==> src/hw/rtl/bss_pkg.sv <==
package bss_pkg;

   localparam int BYTE_W      = 8;
   localparam int STATUS_W    = 3;
   localparam int POS_W       = 16;
   localparam int REQ_TDATA_W = 8;
   localparam int RSP_TDATA_W = 24;

   typedef enum logic {
      OP_PATTERN  = 1'b0,
      OP_HAYSTACK = 1'b1
   } opcode_type;

   typedef enum logic [STATUS_W-1:0] {
      ST_NOT_FOUND = 3'd0,
      ST_FOUND     = 3'd1,
      ST_EMPTY     = 3'd2,
      ST_PAT_LONG  = 3'd3,
      ST_HAY_LONG  = 3'd4
   } status_type;

   // broadcast to every cell of the chain
   typedef struct packed {
      logic              shift;
      logic              clear;
      logic [BYTE_W-1:0] data_byte;
   } cell_ctrl_type;

   typedef struct packed {
      status_type       status;
      logic [POS_W-1:0] position;
   } rsp_type;

endpackage

==> src/hw/rtl/byte_substring_search.sv <==
// Streaming leftmost byte-pattern search.
// Request channel (req_): one byte per transfer. req_tuser selects the kind:
// pattern byte (appended to the pattern) or haystack byte. req_tlast marks
// the final haystack byte of a search. The first pattern byte after reset or
// after a finished search starts a new pattern; a pattern byte in the middle
// of a search aborts it without a result.
// Response channel (rsp_): at most one transfer per search, either found with
// the start offset (on the byte that completes the first match) or a status
// on the last haystack byte.
// Throughput: one request per cycle while req_tready is high. A row of
// PATTERN_MAX cells, each holding one pattern byte and a prefix-match flag
// handed to its right neighbour, compares every haystack byte in parallel.
// Response path: each response is registered in the output buffer first.
// Stall: an output register plus a skid stage hold up to two responses;
// req_tready drops only while both are occupied.
// Reset: synchronous, clears pattern length, match flags, counters and the
// output buffer; pattern bytes themselves are not cleared.
module byte_substring_search import bss_pkg::*; #(
   parameter int                PATTERN_MAX  = 16,
   parameter longint unsigned   HAYSTACK_MAX = 65536
) (
   input  logic                   clock,
   input  logic                   reset,
   input  logic                   req_tvalid,
   output logic                   req_tready,
   input  logic [REQ_TDATA_W-1:0] req_tdata,   // [7:0] data_byte
   input  logic                   req_tuser,   // [0] opcode
   input  logic                   req_tlast,   // last haystack byte
   output logic                   rsp_tvalid,
   input  logic                   rsp_tready,
   output logic [RSP_TDATA_W-1:0] rsp_tdata    // [2:0] status, [18:3] position
);

   localparam int LEN_W = $clog2(PATTERN_MAX + 1);
   localparam int CNT_W = $clog2(HAYSTACK_MAX + 2);
   localparam int DIF_W = (CNT_W > POS_W) ? CNT_W : POS_W;
   localparam logic [CNT_W-1:0] HAY_MAX_C = CNT_W'(HAYSTACK_MAX);
   localparam logic [LEN_W-1:0] PAT_MAX_C = LEN_W'(PATTERN_MAX);

   logic [LEN_W-1:0] len_ff, len_in;
   logic             ovf_ff, ovf_in;
   logic [CNT_W-1:0] count_ff, count_in;
   logic             given_ff, given_in;
   logic             start_new_ff, start_new_in;

   logic             acc, is_pat, is_hay;
   logic [LEN_W-1:0] eff_len;
   logic [CNT_W-1:0] count_inc;
   logic [DIF_W-1:0] diff;
   logic             in_range;
   logic             found;
   logic             push;
   logic             can_accept;
   rsp_type          push_data;
   rsp_type          rsp_data;
   cell_ctrl_type    ctrl;

   logic [PATTERN_MAX-1:0] wr_en;
   logic [PATTERN_MAX-1:0] hit;
   logic [PATTERN_MAX-1:0] sel_hit;
   logic [PATTERN_MAX-1:0] match_ff;

   assign req_tready = can_accept;
   assign acc        = req_tvalid && req_tready;
   assign is_pat     = acc && (opcode_type'(req_tuser) == OP_PATTERN);
   assign is_hay     = acc && (opcode_type'(req_tuser) == OP_HAYSTACK);

   // a new pattern restarts at offset zero
   assign eff_len = start_new_ff ? '0 : len_ff;

   // broadcast: shift on every haystack byte, drop all flags on a pattern
   // byte or at the end of a search
   assign ctrl.shift     = is_hay;
   assign ctrl.clear     = is_pat || (is_hay && req_tlast);
   assign ctrl.data_byte = req_tdata[BYTE_W-1:0];

   for (genvar j = 0; j < PATTERN_MAX; j++) begin : g_cell
      logic prev;
      if (j == 0) begin : g_head
         assign prev = 1'b1;
      end else begin : g_link
         assign prev = match_ff[j-1];
      end

      assign wr_en[j]   = is_pat && (eff_len == LEN_W'(j));
      assign sel_hit[j] = hit[j] && (len_ff == LEN_W'(j + 1));

      bss_cell u_cell (
         .clock      (clock),
         .reset      (reset),
         .ctrl       (ctrl),
         .wr_en      (wr_en[j]),
         .prev_match (prev),
         .hit        (hit[j]),
         .match_ff   (match_ff[j])
      );
   end

   // saturate the count one above the limit
   assign count_inc = (count_ff <= HAY_MAX_C) ? count_ff + 1'b1 : count_ff;
   assign in_range  = count_ff < HAY_MAX_C;
   assign diff      = DIF_W'(count_inc) - DIF_W'(len_ff);

   assign found = is_hay && !given_ff && (len_ff != '0) && !ovf_ff && in_range
                  && (|sel_hit);
   assign push  = found || (is_hay && req_tlast && !given_ff);

   always_comb begin
      push_data.position = '0;
      if (found) begin
         push_data.status   = ST_FOUND;
         push_data.position = diff[POS_W-1:0];
      end else if (len_ff == '0) begin
         push_data.status = ST_EMPTY;
      end else if (ovf_ff) begin
         push_data.status = ST_PAT_LONG;
      end else if (!in_range) begin
         push_data.status = ST_HAY_LONG;
      end else begin
         push_data.status = ST_NOT_FOUND;
      end
   end

   always_comb begin
      len_in       = len_ff;
      ovf_in       = ovf_ff;
      count_in     = count_ff;
      given_in     = given_ff;
      start_new_in = start_new_ff;
      if (is_pat) begin
         count_in     = '0;
         given_in     = 1'b0;
         start_new_in = 1'b0;
         ovf_in       = start_new_ff ? 1'b0 : ovf_ff;
         if (eff_len < PAT_MAX_C) begin
            len_in = eff_len + 1'b1;
         end else begin
            len_in = eff_len;
            ovf_in = 1'b1;
         end
      end else if (is_hay) begin
         if (req_tlast) begin
            count_in     = '0;
            given_in     = 1'b0;
            start_new_in = 1'b1;
         end else begin
            count_in = count_inc;
            given_in = given_ff || found;
         end
      end
   end

   always_ff @(posedge clock) begin
      if (reset) begin
         len_ff       <= '0;
         ovf_ff       <= 1'b0;
         count_ff     <= '0;
         given_ff     <= 1'b0;
         start_new_ff <= 1'b1;
      end else begin
         len_ff       <= len_in;
         ovf_ff       <= ovf_in;
         count_ff     <= count_in;
         given_ff     <= given_in;
         start_new_ff <= start_new_in;
      end
   end

   bss_out_buf u_out_buf (
      .clock      (clock),
      .reset      (reset),
      .push       (push),
      .push_data  (push_data),
      .can_accept (can_accept),
      .rsp_tvalid (rsp_tvalid),
      .rsp_tready (rsp_tready),
      .rsp_data   (rsp_data)
   );

   assign rsp_tdata = {{(RSP_TDATA_W - POS_W - STATUS_W){1'b0}},
                       rsp_data.position, rsp_data.status};

   // a found result needs a valid, non-overflowed pattern
   a_given_pattern: assert property (@(posedge clock) disable iff (reset)
      given_ff |-> (len_ff != '0) && !ovf_ff)
      else $error("result flag set without a usable pattern");

   // the haystack count never passes its saturation point
   a_count_sat: assert property (@(posedge clock) disable iff (reset)
      count_ff <= HAY_MAX_C + 1'b1)
      else $error("haystack count beyond saturation");

   // back-pressure only while a response is pending
   a_stall_pending: assert property (@(posedge clock) disable iff (reset)
      !req_tready |-> rsp_tvalid)
      else $error("request stalled with no pending response");

   // a second found result within one search must not happen
   a_single_found: assert property (@(posedge clock) disable iff (reset)
      (found && !req_tlast) |=> !found)
      else $error("second match reported in one search");

endmodule

==> src/hw/rtl/bss_cell.sv <==
module bss_cell import bss_pkg::*; (
   input  logic          clock,
   input  logic          reset,
   input  cell_ctrl_type ctrl,
   input  logic          wr_en,
   input  logic          prev_match,
   output logic          hit,
   output logic          match_ff
);

   logic [BYTE_W-1:0] pat_ff;
   logic [BYTE_W-1:0] pat_in;
   logic              match_in;

   // prefix up to this cell ends on the current byte
   assign hit = prev_match && (ctrl.data_byte == pat_ff);

   always_comb begin
      pat_in   = wr_en ? ctrl.data_byte : pat_ff;
      match_in = match_ff;
      if (ctrl.clear) begin
         match_in = 1'b0;
      end else if (ctrl.shift) begin
         match_in = hit;
      end
   end

   always_ff @(posedge clock) begin
      pat_ff <= pat_in;
   end

   always_ff @(posedge clock) begin
      if (reset) begin
         match_ff <= 1'b0;
      end else begin
         match_ff <= match_in;
      end
   end

endmodule

==> src/hw/rtl/bss_out_buf.sv <==
module bss_out_buf import bss_pkg::*; (
   input  logic    clock,
   input  logic    reset,
   input  logic    push,
   input  rsp_type push_data,
   output logic    can_accept,
   output logic    rsp_tvalid,
   input  logic    rsp_tready,
   output rsp_type rsp_data
);

   logic    out_valid_ff;
   logic    out_valid_in;
   logic    skid_valid_ff;
   logic    skid_valid_in;
   rsp_type out_data_ff;
   rsp_type out_data_in;
   rsp_type skid_data_ff;
   rsp_type skid_data_in;
   logic    pop;

   assign pop        = out_valid_ff && rsp_tready;
   assign can_accept = !skid_valid_ff;
   assign rsp_tvalid = out_valid_ff;
   assign rsp_data   = out_data_ff;

   always_comb begin
      out_valid_in  = out_valid_ff;
      skid_valid_in = skid_valid_ff;
      out_data_in   = out_data_ff;
      skid_data_in  = skid_data_ff;
      if (skid_valid_ff) begin
         // no push possible here: refill from the skid stage
         if (pop) begin
            out_data_in   = skid_data_ff;
            skid_valid_in = 1'b0;
         end
      end else if (push) begin
         if (!out_valid_ff || pop) begin
            out_valid_in = 1'b1;
            out_data_in  = push_data;
         end else begin
            skid_valid_in = 1'b1;
            skid_data_in  = push_data;
         end
      end else if (pop) begin
         out_valid_in = 1'b0;
      end
   end

   always_ff @(posedge clock) begin
      out_data_ff  <= out_data_in;
      skid_data_ff <= skid_data_in;
   end

   always_ff @(posedge clock) begin
      if (reset) begin
         out_valid_ff  <= 1'b0;
         skid_valid_ff <= 1'b0;
      end else begin
         out_valid_ff  <= out_valid_in;
         skid_valid_ff <= skid_valid_in;
      end
   end

endmodule
==> config.mk <==
export PLATFORM = sky130hd
export DESIGN_NAME = byte_substring_search
export DESIGN_NICKNAME = d
export VERILOG_FILES = /design/src/hw/rtl/bss_pkg.sv /design/src/hw/rtl/byte_substring_search.sv /design/src/hw/rtl/bss_cell.sv /design/src/hw/rtl/bss_out_buf.sv
export SDC_FILE = /design/constraint.sdc
export NUM_CORES = 1
export LEC_CHECK = 0
export BUFFER_PORTS_ARGS = -buffer_cell sky130_fd_sc_hd__buf_2
export CAP_MARGIN = 10
export CORE_MARGIN = 2
export CORE_UTILIZATION = 48
export CTS_CLUSTER_DIAMETER = 150
export DETAILED_ROUTE_END_ITERATION = 6
export PLACE_DENSITY = 0.63
export REMOVE_ABC_BUFFERS = 1
export SYNTH_ARGS = -nofsm -noshare
export SYNTH_HDL_FRONTEND = slang
export SYNTH_SLANG_ARGS = --single-unit
==> constraint.sdc <==
create_clock -name clock -period 11.6 [get_ports clock]
set_clock_uncertainty 0.05 [all_clocks]
set_input_delay 0.58 -clock clock [delete_from_list [all_inputs] [get_ports clock]]
set_output_delay 0.58 -clock clock [all_outputs]
set_load 0.01 [all_outputs]
==> results of run 1 <==
==> cells in the final DEF (no fill, tap or decap), drive strengths merged, types with 3 or more instances in the layout <==
cell type  instances
edfxtp           166
xnor2            135
nor2              62
nand2             52
dfxtp             42
buf               42
a21oi             38
nand3             32
clkbuf            32
nand4             23
xor2              22
nor3              22
o21ai             21
and2              20
inv               18
nor4              14
a21o              12
ha                11
a22oi             10
or4                8
nor2b              7
nand2b             7
o31ai              5
and3               5
or3                5
mux2i              5
conb               5
clkinv             5
or2                4
o2111ai            3
nor3b              3
nor4b              3
==> sequential cells by signal, summed over array words and instances (netlist names) <==
signal                   count
count_ff                    17
g_cell.u_cell.match_ff      15
g_cell.u_cell.pat_ff       128
given_ff                     1
len_ff                       5
ovf_ff                       1
start_new_ff                 1
u_out_buf.rsp_data          19
u_out_buf.rsp_tvalid         1
u_out_buf.skid_data_ff      19
u_out_buf.skid_valid_ff      1
==> where the power goes <==
group          internal [uW]  switching [uW]  leakage (uW)  total [uW]
Combinational           25.6            49.0       0.00135        74.6
Sequential               807            3.30       0.00183         810
Clock                    428             284      0.000364         712
Total                   1260             337       0.00354        1600
==> critical path, cell delays in order (launching register included) <==
cell and delay [ns]:
dfxtp_1 0.35, inv_1 0.10, ha_1 0.15, or3b_2 0.45
o41ai_1 0.35, buf_4 0.24, nand2_1 0.06, o21ai_0 0.20
ha_1 0.33, nor2b_1 0.12, o21ai_0 0.26, a21boi_0 0.19
o21ai_0 0.30, nand4b_1 0.31, nor2b_1 0.22, xnor2_1 0.21
o21ai_1 0.10
==> worst paths after layout <==
| check | endpoint | slack, ns | cells past startpoint |
|---|---|---|---|
| worst max-delay path | u_out_buf.rsp_data[11] | 7.33 | 16 |
| worst min register to register | g_cell[5].u_cell.match_ff | 0.40 | 2 |
| worst max register to register | u_out_buf.rsp_data[11] | 7.33 | 16 |
| worst min-delay path | len_ff[1] | 0.32 | 2 |
==> metal layers <==
layer  part of all wire  wire length [microns]  global-route usage  vias to the layer above
met2               0.49                  10200               0.337                      169
met3              0.042                    862              0.0295                       46
li1                   -                      -                   -                     2989
met4              0.035                    730              0.0683                        0
met1               0.43                   8870               0.252                     3005
met5                  0                      0                   0                        -
==> cell type report <==
cell class,instances,share of cell area
clock inverters,7,0.00984
repair buffers,42,0.0211
clock buffers,32,0.0584
inverters,18,0.00618
flip-flops and latches,208,0.533
multi-input cells,557,0.341
well taps,270,0.0309
==> kinds of logic after synthesis <==
group | count (synthesis) | share of synthesized area
adder cells (fa/ha/maj) | 12 | 0.0160
multiplexers | 7 | 0.00738
AO/OA/AOI/OAI | 105 | 0.0679
other | 1 | 0.000381
flip-flops | 208 | 0.592
AND/OR/NAND/NOR | 271 | 0.143
XOR/XNOR | 157 | 0.141
buffers and inverters | 70 | 0.0323
==> per-stage QoR <==
stage	cell area (sq um)	power, uW	hold slack (ns)
floorplan	9600	865	0.377
global placement	10200	900	0.391
detailed placement	10200	902	0.395
CTS	10900	1610	0.308
global route	10900	1650	0.322
finish	10900	1600	0.322
==> PnR_summary.wiki, run 1 <==
{| class="wikitable"
! Metric !! Value
|-
| Outcome || completed
|-
| Critical path start-end classification || reg -> reg
|-
| Number of instances in the synthesized netlist || 831
|-
| Wire length of the first global-routing pass || 33500 microns
|-
| Highest clock rate || 0.234 GHz
|-
| Number of clock sinks || 208
|-
| Dominant cells by area after synthesis || edfxtp_1 51%, xnor2_1 12%, dfxtp_1 8.5%
|-
| Layout overhead on the synthesized area || 11.1%
|-
| Detailed placement HPWL || 13400 microns
|-
| Number of rows in the core area || 52
|-
| Measured slew at the worst slew-check pin || 0.876 ns
|-
| Cell total after placement || 1095
|-
| Seq. cell area || 0.00583 sq mm
|-
| VDD IR max || 138 uV
|-
| Startpoint of the most critical register-to-register path || count_ff[0]
|-
| Via count normalized by instance count || 5.48
|-
| Pre-CTS worst setup slack || 7.39 ns
|-
| Post-detailed-route DRC marker count || 0
|-
| TritonCTS clock tree || yes
|-
| CP max FO || 12
|-
| Leakage power figure || 0.00354 uW
|-
| Number of hold violations in the final report || 0
|-
| Post-CTS setup buffers || 0
|-
| Antenna diodes || 0
|-
| Unrepaired setup endpoints after global routing || no
|-
| Cell type with the largest total area after synthesis || edfxtp_1
|-
| Core Box Area || 0.0202 sq mm
|-
| Pin count of the biggest net entering global routing || 35
|-
| Clock slew seen by the registers of the worst setup and hold paths || 0.07 ns
|-
| Setup TNS after final layout || 0 ns
|-
| Combined area of all synthesized cells || 0.00984 sq mm
|-
| Sequential fraction of the synthesis area || 0.592
|-
| Fraction of final layout cells sized beyond drive strength 1 || 0.104
|-
| Total length of routed wires || 20700 microns
|-
| Sum of overflow across all layers after global routing || 0
|-
| Clock network latency to the later pin of the worst-skew pair || 0.53 ns
|-
| Number of CTS-inserted buffers || 22
|-
| Most frequent cells after synthesis || 166 x edfxtp_1, 135 x xnor2_1, 61 x nor2_1
|-
| Antenna viol nets, final || 0
|-
| Setup ws final || 7.33 ns
|-
| Class of the tightest hold or removal check || in -> reg
|-
| Critical path data arrival time || 4.47 ns
|-
| Resized Gates After CTS || 0
|-
| Maximum capacitance violations || 0
|-
| Deepest level of the CTS H-tree || 1
|-
| Total I/O pin count || 40
|-
| Flip-flop cell with the highest count after synthesis || edfxtp_1
|-
| Crit path time final || 4.27 ns
|-
| Worst max-slew margin expressed relative to the limit || 0.416
|-
| Buffer cell driving the clock tree root || clkbuf_16
|-
| Count of flip-flops with a built-in enable after synthesis || 166
|-
| Synth unique cells || 58
|-
| Mean routed wirelength per cell || 18.3 microns
|-
| Number of optimization iterations in the first detailed-route pass || 5
|-
| Buffers added on ports || 34
|-
| Setup Viol. Count Final || 0
|-
| Die W || 147 microns
|-
| Max Root-Sink Buffers || 3
|-
| Effective utilization at floorplan || 0.488
|-
| Die outline height || 147 microns
|-
| Synthesis warning total || 0
|-
| Number of antenna violations at the first check in global routing || 0
|-
| Tcrit/Tclk final || 0.368
|-
| Via count of the first global-routing pass || 6289
|-
| Number of synthesized register bits || 208
|-
| Count of pins over their slew limit || 0
|-
| Nets@finish || 875
|-
| Share of Yosys cell area claimed by the top area cell type || 0.507
|-
| Critical Path Start || count_ff[0]
|-
| Area occupied by multi-input gates || 0.00372 sq mm
|-
| Power density over the cells || 146 mW/mm^2
|-
| Count of vias placed by the detailed router || 6209
|-
| FFs w/ async S/R, synth || 0
|-
| Detailed Route Iter0 Violations || 503
|-
| Per-instance average area after synthesis || 11.8 sq um
|-
| Cts-stage hold buffer count || 0
|-
| Share of the core filled with cells || 0.542
|-
| CP required || 11.80 ns
|-
| Library cell with the highest instance count after synthesis || edfxtp_1
|-
| Count of placed standard cells in the final layout, fillers left out || 1134
|-
| Die Footprint || 0.0217 sq mm
|-
| Endpoint class of the critical path || register
|-
| Launch point of the worst hold path || reset
|-
| Global routing usage summed across all routing layers || 0.195
|-
| Startpoint Class || register
|-
| Final estimated routing congestion in global placement || 0.881
|-
| Number of fill cells in the layout || 1707
|}
(Power assumes the default switching activity.)
==> run 2: changes to the inputs <==
--- a/config.mk
+++ b/config.mk
@@ -11,7 +11,7 @@
 export CORE_UTILIZATION = 48
 export CTS_CLUSTER_DIAMETER = 150
 export DETAILED_ROUTE_END_ITERATION = 6
-export PLACE_DENSITY = 0.63
+export PLACE_DENSITY = 0.65
 export REMOVE_ABC_BUFFERS = 1
 export SYNTH_ARGS = -nofsm -noshare
 export SYNTH_HDL_FRONTEND = slang
==> constraint.sdc (replaced) <==
create_clock -name clock -period 3.6 [get_ports clock]
set_clock_uncertainty 0.05 [all_clocks]
set_input_delay 0.18 -clock clock [delete_from_list [all_inputs] [get_ports clock]]
set_output_delay 0.18 -clock clock [all_outputs]
set_load 0.01 [all_outputs]
==> PnR_summary.wiki, run 2 (synthesis gave the netlist of run 1 again) <==
{| class="wikitable"
! Metric !! Value
|-
| Critical path data arrival time || 3.89 ns
|-
| CP max FO || 3
|-
| Most common cell after layout, fill and taps aside || edfxtp_1
|-
| Post-detailed-route DRC marker count || 0
|-
| Number of clock sinks || 208
|-
| Endpoint class of the critical path || register
|-
| Antenna diodes || 0
|-
| Sequential fraction of design power || 0.490
|-
| Total I/O pin count || 40
|-
| Global routing usage summed across all routing layers || 0.201
|-
| VDD IR max || 457 uV
|-
| Die Footprint || 0.0217 sq mm
|-
| Count of vias placed by the detailed router || 6445
|-
| Highest clock rate || 0.272 GHz
|-
| Sum of overflow across all layers after global routing || 0
|-
| Leakage power figure || 0.00390 uW
|-
| Final estimated routing congestion in global placement || 0.890
|-
| Number of antenna violations at the first check in global routing || 0
|-
| Area occupied by multi-input gates || 0.00386 sq mm
|-
| P_sw || 1150 uW
|-
| Tcrit/Tclk final || 1.02
|-
| TritonCTS clock tree || yes
|-
| Core Box Area || 0.0202 sq mm
|-
| Number of rows in the core area || 52
|-
| Number of CTS-inserted buffers || 23
|-
| Count of pins over their slew limit || 0
|-
| Worst max-slew margin expressed relative to the limit || 0.447
|-
| Violated checks || setup timing
|-
| Commonest cells after routing, fill and taps aside || 166 x edfxtp_1, 131 x xnor2_1, 60 x nor2_1
|-
| Mean routed wirelength per cell || 18.2 microns
|-
| Wire length of the first global-routing pass || 34400 microns
|-
| Max Root-Sink Buffers || 3
|-
| Pin count of the biggest net entering global routing || 35
|-
| Count of placed standard cells in the final layout, fillers left out || 1191
|-
| Class of the tightest hold or removal check || in -> reg
|-
| Setup ws final || -0.0759 ns
|-
| Nets@finish || 930
|-
| Maximum capacitance violations || 0
|-
| Deepest level of the CTS H-tree || 1
|-
| Fraction of final layout cells sized beyond drive strength 1 || 0.187
|-
| Number of hold violations in the final report || 0
|-
| Largest register by flop count || g_cell.u_cell.pat_ff
|-
| Detailed placement HPWL || 14400 microns
|-
| Number of optimization iterations in the first detailed-route pass || 5
|-
| Via count normalized by instance count || 5.41
|-
| Buffers added on ports || 34
|-
| Number of fill cells in the layout || 1714
|-
| Switching part of the total || 0.217
|-
| Die outline height || 147 microns
|-
| CP required || 3.81 ns
|-
| Crit path time final || 3.68 ns
|-
| Antenna viol nets, final || 0
|-
| Setup Viol. Count Final || 7
|-
| Total power consumption of the routed design || 5320 uW
|-
| Unrepaired setup endpoints after global routing || yes
|-
| Measured slew at the worst slew-check pin || 0.829 ns
|-
| Clock share of power || 0.458
|-
| Largest register FFs || 128
|-
| Layout overhead on the synthesized area || 18.1%
|-
| Internal || 4170 uW
|-
| Cell total after placement || 1138
|-
| Buffer cell driving the clock tree root || clkbuf_16
|-
| Critical path start-end classification || reg -> reg
|-
| Clock network latency to the later pin of the worst-skew pair || 0.52 ns
|-
| Effective utilization at floorplan || 0.488
|-
| Startpoint Class || register
|-
| Seq. cell area || 0.00583 sq mm
|-
| Die W || 147 microns
|-
| Detailed Route Iter0 Violations || 432
|-
| Total length of routed wires || 21700 microns
|-
| Part of the total power dissipated in combinational logic || 0.052
|-
| Via count of the first global-routing pass || 6308
|-
| Outcome || finished, violations left
|-
| Clock slew seen by the registers of the worst setup and hold paths || 0.06 ns
|-
| Power density over the cells || 458 mW/mm^2
|}
run 2: final timing paths:
path                            cells after the start  slack, ns                        end                      start
worst max-delay path                               14      -0.08     u_out_buf.rsp_data[12]               count_ff[11]
worst min-delay path                                3       0.05               start_new_ff                  req_tlast
worst max register to register                     14      -0.08     u_out_buf.rsp_data[12]               count_ff[11]
worst min register to register                      2       0.41  g_cell[5].u_cell.match_ff  g_cell[5].u_cell.match_ff
run 2: critical path, cell delays in order, from the launching register on:
cell	delay (ns)
dfxtp_2	0.32
or4_4	0.57
o41a_1	0.47
xnor2_1	0.17
ha_2	0.21
inv_2	0.04
fa_2	0.33
a21o_1	0.19
a21o_1	0.18
a21oi_2	0.18
inv_2	0.08
a211oi_4	0.21
nand3_2	0.13
xnor2_2	0.21
o21ai_1	0.10
run 2: repair_timing:
action                                 in CTS  in global routing
buffers inserted                            4                  3
endpoints found under the hold margin      14                  0
hold buffers                                4                  0
pin swaps                                  10                 10
resized for setup                          15                 22
setup endpoints to repair                  21                 20
run 2: power groups by stage:
stage | Sequential, uW | Combinational (uW) | Clock, uW
finish | 2610 | 275 | 2440
global route | 2610 | 301 | 2570
CTS | 2610 | 273 | 2480
detailed placement | 2660 | 265 | 0
global placement | 2660 | 261 | 0
floorplan | 2660 | 125 | 0
run 2: final cells by class:
type / count / area share
sequential: 208 / 0.502
tap: 270 / 0.0291
inverter: 18 / 0.00582
timing repair buffer: 96 / 0.0624
multi-input combinational: 557 / 0.332
clock inverter: 16 / 0.0155
clock buffer: 26 / 0.0531
run 2: per-layer routing:
| metal | global-route usage | up-vias | share of wire |
|---|---|---|---|
| met5 | 0 | - | 0 |
| li1 | - | 3109 | - |
| met3 | 0.0301 | 51 | 0.045 |
| met4 | 0.0620 | 0 | 0.034 |
| met2 | 0.349 | 180 | 0.49 |
| met1 | 0.262 | 3105 | 0.43 |
run 2: per-stage QoR:
stage	area, sq um	hold WS [ns]	TNS (ns)	setup WS (ns)	util
2_1_floorplan	9600	0.199	-26.92	-0.873	-
3_5_place_dp	10600	0.397	-4.27	-0.322	0.525
3_3_place_gp	10600	0.392	-2.72	-0.233	0.525
6_report	11600	0.0451	-0.268	-0.0759	0.576
5_1_grt	11600	0.0437	-2.19	-0.279	0.576
4_1_cts	11500	0.0280	-0.406	-0.0840	0.570
